$ cat src/sv/arpc_pkg.sv
`timescale 1ns / 1ps
`default_nettype none
// ----------------------------------------------------------------------------
// arpc_pkg: shared types and constants
// Result codes, protocol constants and the request record passed from the
// classifier to the cache engine.
// ----------------------------------------------------------------------------
package arpc_pkg;

	typedef enum logic [3:0] {
		KIND_DROPPED   = 4'd0,
		KIND_ARP_CACHE = 4'd1,
		KIND_ARP_REPLY = 4'd2,
		KIND_IP_OTHER  = 4'd3,
		KIND_ICMP      = 4'd4,
		KIND_TCP       = 4'd5,
		KIND_UDP       = 4'd6,
		KIND_PROTO     = 4'd7,
		KIND_HIT       = 4'd8,
		KIND_MISS      = 4'd9,
		KIND_BAD_IP    = 4'd10
	} kind_t;

	typedef enum logic [1:0] {
		ACT_DONE   = 2'd0,
		ACT_INSERT = 2'd1,
		ACT_LOOKUP = 2'd2
	} act_t;

	typedef enum logic [1:0] {
		ST_IDLE = 2'd0,
		ST_SCAN = 2'd1,
		ST_OUT  = 2'd2
	} state_t;

	localparam logic [15:0] TYPE_ARP   = 16'h0806;
	localparam logic [15:0] TYPE_IPV4  = 16'h0800;
	localparam logic [7:0]  PROTO_ICMP = 8'd1;
	localparam logic [7:0]  PROTO_TCP  = 8'd6;
	localparam logic [7:0]  PROTO_UDP  = 8'd17;
	localparam logic [11:0] ETH_HDR    = 12'd14;
	localparam logic [11:0] ARP_MIN    = 12'd42;
	localparam logic [11:0] IPV4_MIN   = 12'd34;
	localparam logic [15:0] ARP_OP_REQ = 16'd1;
	localparam logic [0:0]  REG_LOCAL_IP  = 1'b0;
	localparam logic [0:0]  REG_LOCAL_MAC = 1'b1;

	typedef struct packed {
		act_t        act;
		kind_t       kind;
		logic [31:0] key_ip;
		logic [47:0] key_mac;
		logic [15:0] hw_type;
		logic [15:0] ptype;
		logic [15:0] data_len;
	} req_t;

endpackage
`default_nettype wire

$ cat src/sv/arp_responder_with_cache_core.sv
`timescale 1ns / 1ps
`default_nettype none
// ----------------------------------------------------------------------------
// arp_responder_with_cache_core: ARP responder with ARP cache
// Items that need no cache access go straight from the queue to the result;
// cache inserts and lookups scan the cache, one slot scanned per cycle.
// A two-entry queue takes new items while the cache scan runs, until it is full.
// Reset clears the valid bits and registers; the result receiver cannot stall.
// ----------------------------------------------------------------------------
module arp_responder_with_cache_core #(
	parameter int CACHE_ENTRIES = 16
) (
	input  wire logic        clk,
	input  wire logic        arst_n,
	input  wire logic        start,
	output logic             busy,
	input  wire logic        cfg_we,
	input  wire logic        cfg_index,
	input  wire logic [47:0] cfg_data,
	input  wire logic        op,
	input  wire logic [11:0] frame_len,
	input  wire logic [15:0] ethertype,
	input  wire logic [15:0] arp_opcode,
	input  wire logic [15:0] arp_hw_type,
	input  wire logic [15:0] arp_proto_type,
	input  wire logic [47:0] sender_mac,
	input  wire logic [31:0] sender_ip,
	input  wire logic [31:0] dest_ip,
	input  wire logic [7:0]  ip_version_ihl,
	input  wire logic [15:0] ip_total_length,
	input  wire logic [7:0]  ip_protocol,
	output logic             result_valid,
	output logic [3:0]       result_kind,
	output logic [47:0]      reply_dest_mac,
	output logic [31:0]      reply_dest_ip,
	output logic [15:0]      reply_hw_type,
	output logic [15:0]      reply_proto_type,
	output logic [15:0]      ip_data_len,
	output logic [47:0]      found_mac,
	output logic             cache_full
);
	import arpc_pkg::*;

	logic [31:0] stn_ip_q;
	logic [47:0] local_mac_q;
	req_t        head;
	logic        not_empty, full, pop, idle, accept;

	// The MAC register is held for the reply sender; nothing but an assertion reads it here.
	always_ff @(posedge clk or negedge arst_n) begin
		if (!arst_n) begin
			stn_ip_q <= '0;
			local_mac_q <= '0;
		end else if (cfg_we) begin
			if (cfg_index == REG_LOCAL_IP)
				stn_ip_q <= cfg_data[31:0];
			else if (cfg_index == REG_LOCAL_MAC)
				local_mac_q <= cfg_data;
		end
	end

	assign busy = full;
	assign accept = start && !busy;

	arpc_front u_front (
		.clk, .arst_n, .accept, .op, .frame_len, .ethertype, .arp_opcode,
		.arp_hw_type, .arp_proto_type, .sender_mac, .sender_ip, .dest_ip,
		.ip_version_ihl, .ip_total_length, .ip_protocol,
		.stn_ip(stn_ip_q), .pop, .head, .not_empty, .full
	);

	arpc_back #(.ENTRIES(CACHE_ENTRIES)) u_back (
		.clk, .arst_n, .head, .not_empty, .pop, .idle, .done(result_valid),
		.result_kind, .reply_dest_mac, .reply_dest_ip, .reply_hw_type,
		.reply_proto_type, .ip_data_len, .found_mac, .cache_full
	);

	assert property (@(posedge clk) disable iff (!arst_n) result_valid |-> !idle)
		else $error("result strobe while engine idle");
	assert property (@(posedge clk) disable iff (!arst_n)
		(cfg_we && cfg_index == REG_LOCAL_MAC) |=> local_mac_q == $past(cfg_data))
		else $error("MAC register write lost");
	assert property (@(posedge clk) disable iff (!arst_n) busy |-> not_empty)
		else $error("busy with empty queue");

endmodule
`default_nettype wire

$ cat src/sv/arpc_front.sv
`timescale 1ns / 1ps
`default_nettype none
// ----------------------------------------------------------------------------
// arpc_front: frame classifier
// Classifies one accepted item and pushes a request into a two-entry queue.
// ----------------------------------------------------------------------------
module arpc_front (
	input  wire logic           clk,
	input  wire logic           arst_n,
	input  wire logic           accept,
	input  wire logic           op,
	input  wire logic [11:0]    frame_len,
	input  wire logic [15:0]    ethertype,
	input  wire logic [15:0]    arp_opcode,
	input  wire logic [15:0]    arp_hw_type,
	input  wire logic [15:0]    arp_proto_type,
	input  wire logic [47:0]    sender_mac,
	input  wire logic [31:0]    sender_ip,
	input  wire logic [31:0]    dest_ip,
	input  wire logic [7:0]     ip_version_ihl,
	input  wire logic [15:0]    ip_total_length,
	input  wire logic [7:0]     ip_protocol,
	input  wire logic [31:0]    stn_ip,
	input  wire logic           pop,
	output arpc_pkg::req_t      head,
	output logic                not_empty,
	output logic                full
);
	import arpc_pkg::*;

	req_t       req;
	req_t       fifo_q [2];
	logic       rd_q;
	logic       wr_q;
	logic [1:0] cnt_q;

	always_comb begin
		req = '0;
		req.act = ACT_DONE;
		req.kind = KIND_DROPPED;
		if (op) begin
			req.act = ACT_LOOKUP;
			req.key_ip = dest_ip;
		end else if (frame_len < ETH_HDR) begin
			req.kind = KIND_DROPPED;
		end else if (ethertype == TYPE_ARP) begin
			if (frame_len >= ARP_MIN) begin
				req.act = ACT_INSERT;
				req.key_ip = sender_ip;
				req.key_mac = sender_mac;
				if (arp_opcode == ARP_OP_REQ && dest_ip == stn_ip) begin
					req.kind = KIND_ARP_REPLY;
					req.hw_type = arp_hw_type;
					req.ptype = arp_proto_type;
				end else begin
					req.kind = KIND_ARP_CACHE;
				end
			end
		end else if (ethertype == TYPE_IPV4) begin
			if (frame_len < IPV4_MIN || ip_version_ihl[7:4] != 4'd4) begin
				req.kind = KIND_BAD_IP;
			end else begin
				req.data_len = ip_total_length - {10'd0, ip_version_ihl[3:0], 2'b00};
				if (dest_ip != stn_ip)
					req.kind = KIND_IP_OTHER;
				else if (ip_protocol == PROTO_ICMP)
					req.kind = KIND_ICMP;
				else if (ip_protocol == PROTO_TCP)
					req.kind = KIND_TCP;
				else if (ip_protocol == PROTO_UDP)
					req.kind = KIND_UDP;
				else
					req.kind = KIND_PROTO;
			end
		end
	end

	always_ff @(posedge clk) begin
		if (accept)
			fifo_q[wr_q] <= req;
	end

	always_ff @(posedge clk or negedge arst_n) begin
		if (!arst_n) begin
			rd_q <= 1'b0;
			wr_q <= 1'b0;
			cnt_q <= 2'd0;
		end else begin
			if (accept)
				wr_q <= ~wr_q;
			if (pop)
				rd_q <= ~rd_q;
			cnt_q <= cnt_q + {1'b0, accept} - {1'b0, pop};
		end
	end

	assign head = fifo_q[rd_q];
	assign not_empty = (cnt_q != 2'd0);
	assign full = (cnt_q == 2'd2);

	assert property (@(posedge clk) disable iff (!arst_n) !(accept && full))
		else $error("request queue overflow");
	assert property (@(posedge clk) disable iff (!arst_n) pop |-> not_empty)
		else $error("pop from empty request queue");
	assert property (@(posedge clk) disable iff (!arst_n) cnt_q != 2'd3)
		else $error("queue count out of range");

endmodule
`default_nettype wire

$ cat src/sv/arpc_back.sv
`timescale 1ns / 1ps
`default_nettype none
// ----------------------------------------------------------------------------
// arpc_back: cache engine
// Scans the cache one slot per cycle to insert or look up (items with no cache
// access skip the scan), then emits the result for one cycle.
// ----------------------------------------------------------------------------
module arpc_back #(
	parameter int ENTRIES = 16
) (
	input  wire logic            clk,
	input  wire logic            arst_n,
	input  arpc_pkg::req_t       head,
	input  wire logic            not_empty,
	output logic                 pop,
	output logic                 idle,
	output logic                 done,
	output logic [3:0]           result_kind,
	output logic [47:0]          reply_dest_mac,
	output logic [31:0]          reply_dest_ip,
	output logic [15:0]          reply_hw_type,
	output logic [15:0]          reply_proto_type,
	output logic [15:0]          ip_data_len,
	output logic [47:0]          found_mac,
	output logic                 cache_full
);
	import arpc_pkg::*;

	localparam int IW = (ENTRIES > 1) ? $clog2(ENTRIES) : 1;
	localparam int CW = $clog2(ENTRIES + 1);

	state_t          state_q, state_d;
	req_t            cur_q;
	logic [CW-1:0]   idx_q;
	logic [ENTRIES-1:0] valid_q;
	logic [31:0]     mem_ip [ENTRIES];
	logic [47:0]     mem_mac [ENTRIES];
	logic [31:0]     rd_ip_q;
	logic [47:0]     rd_mac_q;
	logic            rd_ok_q;
	logic            rd_live_q;
	logic            hit_q;
	logic            full_q;
	logic [47:0]     mac_q;
	logic            scan_end;
	logic            ins_now;
	logic [IW-1:0]   slot;

	assign slot = idx_q[IW-1:0];
	// A free slot is found directly from the valid bits at the scan index.
	assign ins_now = (state_q == ST_SCAN) && (cur_q.act == ACT_INSERT) &&
		(idx_q < CW'(ENTRIES)) && !valid_q[slot];
	// Lookups read the memory through a register behind the index, so compare lags.
	assign scan_end = (cur_q.act == ACT_INSERT) ?
		(ins_now || idx_q == CW'(ENTRIES)) :
		((rd_live_q && rd_ok_q && rd_ip_q == cur_q.key_ip) ||
		 (idx_q == CW'(ENTRIES) && !rd_live_q));

	always_comb begin
		state_d = state_q;
		case (state_q)
			ST_IDLE: if (not_empty) state_d = (head.act == ACT_DONE) ? ST_OUT : ST_SCAN;
			ST_SCAN: if (scan_end) state_d = ST_OUT;
			ST_OUT:  state_d = ST_IDLE;
			default: state_d = ST_IDLE;
		endcase
	end

	always_comb begin
		pop = 1'b0;
		done = 1'b0;
		idle = 1'b0;
		case (state_q)
			ST_IDLE: begin
				pop = not_empty;
				idle = !not_empty;
			end
			ST_SCAN: ;
			ST_OUT:  done = 1'b1;
			default: ;
		endcase
	end

	always_ff @(posedge clk) begin
		if (ins_now) begin
			mem_ip[slot] <= cur_q.key_ip;
			mem_mac[slot] <= cur_q.key_mac;
		end
		rd_ip_q <= mem_ip[slot];
		rd_mac_q <= mem_mac[slot];
		if (pop)
			cur_q <= head;
		if (state_q == ST_SCAN && rd_live_q && rd_ok_q && rd_ip_q == cur_q.key_ip &&
			cur_q.act == ACT_LOOKUP)
			mac_q <= rd_mac_q;
	end

	always_ff @(posedge clk or negedge arst_n) begin
		if (!arst_n) begin
			state_q <= ST_IDLE;
			idx_q <= '0;
			valid_q <= '0;
			rd_ok_q <= 1'b0;
			rd_live_q <= 1'b0;
			hit_q <= 1'b0;
			full_q <= 1'b0;
		end else begin
			state_q <= state_d;
			rd_live_q <= (state_q == ST_SCAN) && (idx_q < CW'(ENTRIES)) && !scan_end;
			rd_ok_q <= (idx_q < CW'(ENTRIES)) && valid_q[slot];
			if (ins_now)
				valid_q[slot] <= 1'b1;
			if (pop) begin
				idx_q <= '0;
				hit_q <= 1'b0;
				full_q <= 1'b0;
			end else if (state_q == ST_SCAN) begin
				if (idx_q < CW'(ENTRIES) && !scan_end)
					idx_q <= idx_q + CW'(1);
				if (scan_end) begin
					if (cur_q.act == ACT_INSERT)
						full_q <= !ins_now;
					else
						hit_q <= (rd_live_q && rd_ok_q && rd_ip_q == cur_q.key_ip);
				end
			end
		end
	end

	always_comb begin
		result_kind = cur_q.kind;
		reply_dest_mac = '0;
		reply_dest_ip = '0;
		reply_hw_type = '0;
		reply_proto_type = '0;
		ip_data_len = cur_q.data_len;
		found_mac = '0;
		cache_full = (cur_q.act == ACT_INSERT) && full_q;
		if (cur_q.act == ACT_LOOKUP) begin
			result_kind = hit_q ? KIND_HIT : KIND_MISS;
			found_mac = hit_q ? mac_q : '0;
		end
		if (cur_q.kind == KIND_ARP_REPLY && cur_q.act == ACT_INSERT) begin
			reply_dest_mac = cur_q.key_mac;
			reply_dest_ip = cur_q.key_ip;
			reply_hw_type = cur_q.hw_type;
			reply_proto_type = cur_q.ptype;
		end
	end

	assert property (@(posedge clk) disable iff (!arst_n) done |=> !done)
		else $error("result strobe held longer than one cycle");
	assert property (@(posedge clk) disable iff (!arst_n)
		ins_now |=> valid_q[$past(slot)])
		else $error("inserted slot not marked valid");
	assert property (@(posedge clk) disable iff (!arst_n)
		(done && cache_full) |-> (valid_q == {ENTRIES{1'b1}}))
		else $error("cache reported full with a free slot");

endmodule
`default_nettype wire

$ cat config.mk
export PLATFORM = sky130hd
export DESIGN_NAME = arp_responder_with_cache_core
export DESIGN_NICKNAME = d
export VERILOG_FILES = /design/src/sv/arpc_pkg.sv /design/src/sv/arp_responder_with_cache_core.sv /design/src/sv/arpc_front.sv /design/src/sv/arpc_back.sv
export SDC_FILE = /design/constraint.sdc
export NUM_CORES = 2
export LEC_CHECK = 0
export ABC_AREA = 1
export BUFFER_PORTS_ARGS = -buffer_cell sky130_fd_sc_hd__buf_4
export CORE_MARGIN = 3
export CORE_UTILIZATION = 56
export DETAILED_ROUTE_END_ITERATION = 7
export PLACE_DENSITY = 0.74
export SLEW_MARGIN = 20
export SYNTH_ARGS = -nofsm -noshare
export SYNTH_HDL_FRONTEND = slang
export SYNTH_SLANG_ARGS = --single-unit
$ cat constraint.sdc
create_clock -name clk -period 9.75 [get_ports clk]
set_clock_uncertainty 0.2 [all_clocks]
set_input_delay 0.4875 -clock clk [delete_from_list [all_inputs] [get_ports clk]]
set_output_delay 0.4875 -clock clk [all_outputs]
set_load 0.1 [all_outputs]
# Yosys cells after proc, flatten, opt, wreduce, memory -nomap -nowiden
# Memories as Yosys holds them, arrays and structs flattened. A register that Yosys moved wholly into a read port is not among the register bits.
# Cells that the tools add are included.
dict set report op_classes {
  n_addsub 4
  order_cmp 6
  eq_ne 20
  muxes 56
  bitwise 4
  n_reduce_logical 39
}
# operator n
set op_table {}
lappend op_table {{two-way mux 48 bit} 3}
lappend op_table {{two-way mux 128 bit} 1}
lappend op_table {{two-way mux 117 bit} 1}
lappend op_table {{two-way mux 112 bit} 1}
lappend op_table {{two-way mux 32 bit} 3}
lappend op_table {{two-way mux 96 bit} 1}
lappend op_table {{two-way mux 16 bit} 5}
lappend op_table {{equality test 32 bit} 2}
lappend op_table {{equality test 16 x 12 -> 1 bit (second input constant)} 2}
lappend op_table {{two-way mux 4 bit} 8}
lappend op_table {{!= test 32 bit} 1}
lappend op_table {{two-way mux 1 bit} 20}
lappend op_table {{logical AND 1 bit} 19}
lappend op_table {{equality test 16 x 1 -> 1 bit (second input constant)} 1}
lappend op_table {{bitwise OR 16 bit} 1}
lappend op_table {{subtractor 16 x 6 -> 16 bit} 1}
lappend op_table {{two-way mux 5 bit} 3}
lappend op_table {{two-way mux 2 bit} 7}
lappend op_table {{>= comparator 12 x 6 -> 1 bit (second input constant)} 1}
lappend op_table {{< comparator 12 x 4 -> 1 bit (second input constant)} 1}
lappend op_table {{< comparator 12 x 6 -> 1 bit (second input constant)} 1}
lappend op_table {{nonzero test 2 bit} 5}
lappend op_table {{equality test 8 x 1 -> 1 bit (second input constant)} 1}
lappend op_table {{equality test 8 x 3 -> 1 bit (second input constant)} 1}
lappend op_table {{23 further kinds} 39}
dict set report word_totals {
  register_bits 245
  ramBits 1548
  in_bits 274
  mem_count 3
}
# memory words word_bits read_ports rd_ports_with_merged_regs write_ports line_no
set memory_table {}
lappend memory_table {u_back.mem_mac 16 48 1 1 1 arpc_back.sv:37} ;# logic [47:0] mem_mac [ENTRIES];
lappend memory_table {u_back.mem_ip 16 32 1 1 1 arpc_back.sv:36} ;# logic [31:0] mem_ip [ENTRIES];
lappend memory_table {u_front.fifo_q 2 134 1 0 1 arpc_front.sv:32} ;# req_t fifo_q [2];

# Longest topological paths before layout
dict set report logic_depth {
  word_depth 11
  mapped_depth 17
}

# Hierarchy
# A second synthesis with hierarchy kept.
dict set report hier_totals {
  cells_unflattened 5759
  hier_area_um2 73625.6
}
# module n_inst cells_each area_each_um2
set modules_own_cells {}
lappend modules_own_cells {arpc_back 1 4524 59567.1}
lappend modules_own_cells {arpc_front 1 1093 12680.9}
lappend modules_own_cells {arp_responder_with_cache_core 1 142 1377.6}

# Worst setup path after synthesis
# Ideal clock, no wire load.
dict set report synth_path {
  path_kind {register to register}
  startpoint {register u_back.state_q[0]}
  endpoint {register u_front.cnt_q[1]}
  setup_time_ns 0.079
  arrival_time_ns 7.737
  required_ns 9.471
  slack_ns 1.734
  stages_incl_launch_ff 9
  synth_period_minus_slack_ns 8.016
  path_cell_list {dfrtp_1 nor2_1 inv_1 nor2_1 ha_1 inv_1 ha_1 xnor2_1 xor2_1}
}
dict set report synth_via {
  elab_chain_len 3
}
# item line_no
set synth_rtl {}
lappend synth_rtl {{start, declared} arpc_back.sv:32} ;# state_t state_q, state_d;
lappend synth_rtl {{start signal, assigned} arpc_back.sv:108} ;# state_q <= state_d;
lappend synth_rtl {{logical NOT 2 bit} --}
lappend synth_rtl {{two-way mux 1 bit} arpc_back.sv:73} ;# case (state_q)
lappend synth_rtl {{via pop} arp_responder_with_cache_core.sv:47} ;# logic not_empty, full, pop, idle, accept;
lappend synth_rtl {{subtractor 2 x 1 -> 2 bit} arpc_front.sv:93} ;# cnt_q <= cnt_q + {1'b0, accept} - {1'b0, pop};
lappend synth_rtl {{end signal, assigned} arpc_front.sv:93}
lappend synth_rtl {{end, declared} arpc_front.sv:35} ;# logic [1:0] cnt_q;
# The timed path passes the listed nets, and every way through them passes these cells.
# A chain may end at the register's enable or synchronous reset.

# Worst setup path after layout
dict set report layout_path {
  startpoint {register u_back.idx_q[3]}
  endpoint {memory u_back.mem_mac[13][47] (enable)}
}
dict set report layout_via {
  elab_chain_len 6
  elab_cells_between_ends 8
  cone_classes {1 x order compare; 4 x mux; 3 x reduce/logical}
}
# item line_no
set layout_rtl {}
lappend layout_rtl {{start, declared} arpc_back.sv:34} ;# logic [CW-1:0] idx_q;
lappend layout_rtl {{start signal, assigned} arpc_back.sv:119} ;# idx_q <= idx_q + CW'(1);
lappend layout_rtl {{binary-select mux 1 bit (select 4 bit)} arpc_back.sv:52} ;# (idx_q < CW'(ENTRIES)) && !valid_q[slot];
lappend layout_rtl {{two-way mux 1 bit (implied by the code)} arpc_back.sv:52}
lappend layout_rtl {{logical NOT 1 bit} arpc_back.sv:52}
lappend layout_rtl {{logical AND 1 bit} arpc_back.sv:52}
lappend layout_rtl {{two-way mux 1 bit} arpc_back.sv:85} ;# if (ins_now) begin
lappend layout_rtl {{two-way mux 1 bit (implied by the code)} arpc_back.sv:87} ;# mem_mac[slot] <= cur_q.key_mac;
lappend layout_rtl {{end, declared} arpc_back.sv:37}
# Several ways; a longest one is shown, not always the timed one. The select of a mux whose other input is x is not followed.

==> parameters.txt <==
Parameter                              Value

Final layout
  Post-route design area    0.0854 mm2
  Count of filler cells inserted in the layout    8781
  Ratio of cells with drive above 1 in the final layout    13.4%
  Flip-flop and latch area    0.0551 mm2
  Total area of multi-input combinational cells    0.0151 mm2
  Net total in the final layout    6595
  Final core utilization    66.6%
  Relative area change from synthesis to final layout    17.7%

Routing
  Routed via count    47662
  Mean routed wirelength per cell    22.8 um
  Initial DRC count    5486
  Detailed-route DRC error count    0
  Vias per inst    5.81
  Number of nets still failing antenna checks after routing    0
  Number of iterations in the first detailed-routing pass    6
  Sum of routed wire length over all layers    187 mm

Timing
  Max Clk Rate    179 MHz
  Final worst path period need    5.59 ns
  Fin Hold WS    0.0634 ns
  Worst rel slew slack    25.3%
  Final worst-path cycle share    57.3%
  Final setup violation count    0
  Number of max-slew violations in the final report    0
  Accumulated negative setup slack    0 ns
  Setup repair after global routing missed its margin    no
  Number of hold-slack violations in the final timing report    0
  Measured slew at the worst slew-check pin    1.12 ns

Global routing
  All-Layer GR Usage    27.5%
  GR met3 Demand/Resource    5.03%
  Antenna violations before repair    4
  Via count of the first global-routing pass    47271
  Pin count of the biggest net entering global routing    242
  Global routing usage on met2    45.1%
  Most utilized layer in the global route result    met2
  Wire length of the first global-routing pass    280 mm
  Met1 Track Usage GR    36.6%
  Final global-route overflow total    0

Logic synthesis
  Number of nets produced by synthesis    6042
  Count of cell types in the netlist    38
  Main flop type after synthesis    edfxtp_1
  Cell area after synthesis    0.0726 mm2
  Post-synthesis cell count    5757
  Post-synthesis sequential area ratio    76.0%
  Post-synth ARST share    3.36%
  Total of flip-flops plus latches after synthesis    1873
  Top-area cell type share of the netlist area    71.6%
  Warning count from the yosys run    0
  Top cells by area, synth    edfxtp_1 (72%), nor2_1 (5.1%), nand2_1 (4.9%)
  Average footprint of a synthesized cell    12.6 um2
  Post-synth EDFFs    1730
  Area leader, netlist    edfxtp_1

CTS
  # H-tree levels    4
  CTS tree    yes
  Clock latency at the later pin of the worst-skew pair    0.80 ns
  Total clock buffers created by CTS    180
  Hold bufs inserted after CTS    200
  Buffers inserted by post-CTS timing repair    0
  Max Buffers Root-to-Sink    3
  Clock Sinks    1873
  CTS clock-pin slew for the worst setup and hold paths    0.06 ns
  CTS root buffer    clkbuf_16
  Number of instances resized during post-cts repair    0

Setup path
  Number of cells on the worst reg-to-reg path    12
  Critical path class    register to register
  FF-to-FF Start    u_back.idx_q[3]
  Minimum setup slack among reg-to-reg paths    4.16 ns
  Required time of the critical path    10.00 ns
  Maximum net fanout on the critical path    41
  Critical path capture point type    register
  Arrival time reported for the critical path endpoint    5.84 ns
  Worst reg2reg path endpoint    u_back.mem_mac[13][47]
  Startpoint types    register

Floorplan
  Horizontal die dimension    366 um
  Standard cell core area    0.128 mm2
  Initial core utilization    56.6%
  Row count    131
  Die area    0.134 mm2
  Height of the die    366 um
  Boundary pin count    457

Min path
  Startpoint of the tightest hold check path    ip_total_length[3]
  Sink of the worst hold path    u_front.fifo_q[1][3]
  Worst Hold Path Cells    4
  Path type of the worst min-delay path    primary input to register

Placed design
  Placed cell areas    0.0774 mm2
  Sum of net half-perimeters after detailed placement    99.4 mm
  Port buffer count    439
  Routability congestion estimate from global placement    0.880

Run status
  Result of the run    completed

Pwr
  Worst vdd rail ir drop    0.284 mV
  Pwr/cell area    289 mW/mm2
  Portion of total power attributed to sequential cells    48.7%
  Int Pwr    16.2 mW
  Post-route total power    24.6 mW
  Clock power share    27.9%
  Switching power total    8.49 mW
  Portion of total power attributed to combinational logic    23.3%
  Static Leakage    31.2 nW
  Switching Share    34.5%

Job
  Max-Cap Viols    0
==> worst max path at each step <==
stage | slack (ns) | depth (start not counted) | startpoint | end
after floorplan | 1.73 | 8 | u_back.state_q[0] | u_front.cnt_q[1]
after global placement | 4.14 | 11 | u_back.idx_q[3] | u_back.mem_mac[13][12]
after detailed placement | 4.04 | 11 | u_back.idx_q[3] | u_back.mem_mac[13][12]
after CTS | 3.94 | 11 | u_back.idx_q[3] | u_back.mem_mac[13][6]
after global routing | 3.92 | 12 | u_back.idx_q[3] | u_back.mem_mac[13][26]
final | 4.16 | 12 | u_back.idx_q[3] | u_back.mem_mac[13][47]
==> power by group through the flow <==
stage	Combinational, mW	Sequential, mW	Clock [mW]
CTS	5.71	12.0	6.96
floorplan	4.03	11.6	0
detailed placement	5.60	12.1	0
finish	5.75	12.0	6.88
global route	6.30	12.1	7.28
global placement	5.47	12.1	0
==> metal layers <==
metal | part of all wire (%) | vias to the layer above
li1 | - | 21445
met1 | 38 | 23158
met2 | 48 | 2654
met3 | 9.9 | 405
met4 | 3.7 | 0
met5 | 0 | -
==> metrics by stage <==
stage	worst slack, ns	instances
2_1_floorplan	1.73	5757
3_5_place_dp	4.04	7655
5_1_grt	3.92	8200
3_3_place_gp	4.14	7654
6_report	4.16	8201
4_1_cts	3.94	8195
==> worst max-delay path: stages, from the launching register on <==
cell,delay (ns)
dfrtp_1,0.49
inv_1,0.13
nand2_1,0.37
clkinv_2,0.92
nand2_1,0.29
nand2_1,0.08
nor2_1,0.24
nand2_1,0.21
inv_1,0.15
nand2_1,0.34
nor2_4,0.85
buf_4,0.56
buf_16,0.32
==> registers in the layout (all words and copies together) (netlist names), 2 cells and up <==
signal,count
u_back.mac_q,48
u_back.rd_ip_q,32
u_back.ip_data_len,16
u_front.cnt_q,2
u_back.cur_q,118
u_back.rd_mac_q,48
u_back.mem_mac,768
u_back.valid_q,16
u_back.mem_ip,512
u_back.state_q,2
stn_ip_q,32
u_back.idx_q,5
u_front.fifo_q,268
==> Yosys cell counts (3+ instances only) <==
cell	count
o21ai_0	675
dfxtp_1	80
nand4_1	89
inv_2	3
xnor2_1	25
a22o_1	20
nor4_1	16
or2_2	22
mux2_2	30
buf_4	16
o22ai_1	321
nor2_1	990
ha_1	10
a21oi_1	10
o211ai_1	8
dfrtp_1	63
xor2_1	11
nand2_1	949
buf_2	31
nor3b_1	3
clkbuf_1	271
edfxtp_1	1730
inv_1	305
nor3_1	10
nand3_1	35
buf_1	17
==> cell families after synthesis <==
logic type | count (synthesis) | synth area share, %
AND/OR/NAND/NOR | 2119 | 11.5
XOR/XNOR | 36 | 0.435
buffers and inverters | 645 | 3.47
AO/OA/AOI/OAI | 1041 | 7.89
flip-flops | 1873 | 76.0
adder cells (fa/ha/maj) | 11 | 0.200
multiplexers | 32 | 0.493
==> cell usage in the layout (no fill, tap or decap), types with 5 or more instances in the layout <==
master            n
clkbuf_8         21
clkbuf_16       181
mux2_2           30
dfxtp_1          80
buf_4           498
clkinv_2         33
nand4_1          89
dfrtp_1          59
nor2_1          969
a22o_1           20
nor3_1            9
nor2_4           21
clkinv_1         31
bufinv_16        11
inv_1           304
o22ai_1         321
edfxtp_1       1730
clkinvlp_4       12
o21ai_0         675
nor4_1           16
dlygate4sd3_1   200
a21oi_1          10
xor2_1           11
or2_2            22
xnor2_1          25
o211ai_1          8
nand3_1          34
clkbuf_1         33
clkinv_8          5
nand2_1         948
inv_6             6
ha_1             10
==> area by class of cell <==
type | instances | area share [%]
timing repair buffer | 706 | 6.92
multi-input combinational | 3239 | 17.7
clock inverter | 105 | 1.15
sequential | 1873 | 64.5
inverter | 310 | 1.39
antenna | 4 | 0.0117
clock buffer | 235 | 5.79
tap | 1729 | 2.53
Note: power is estimated with default switching activity, not from simulation.
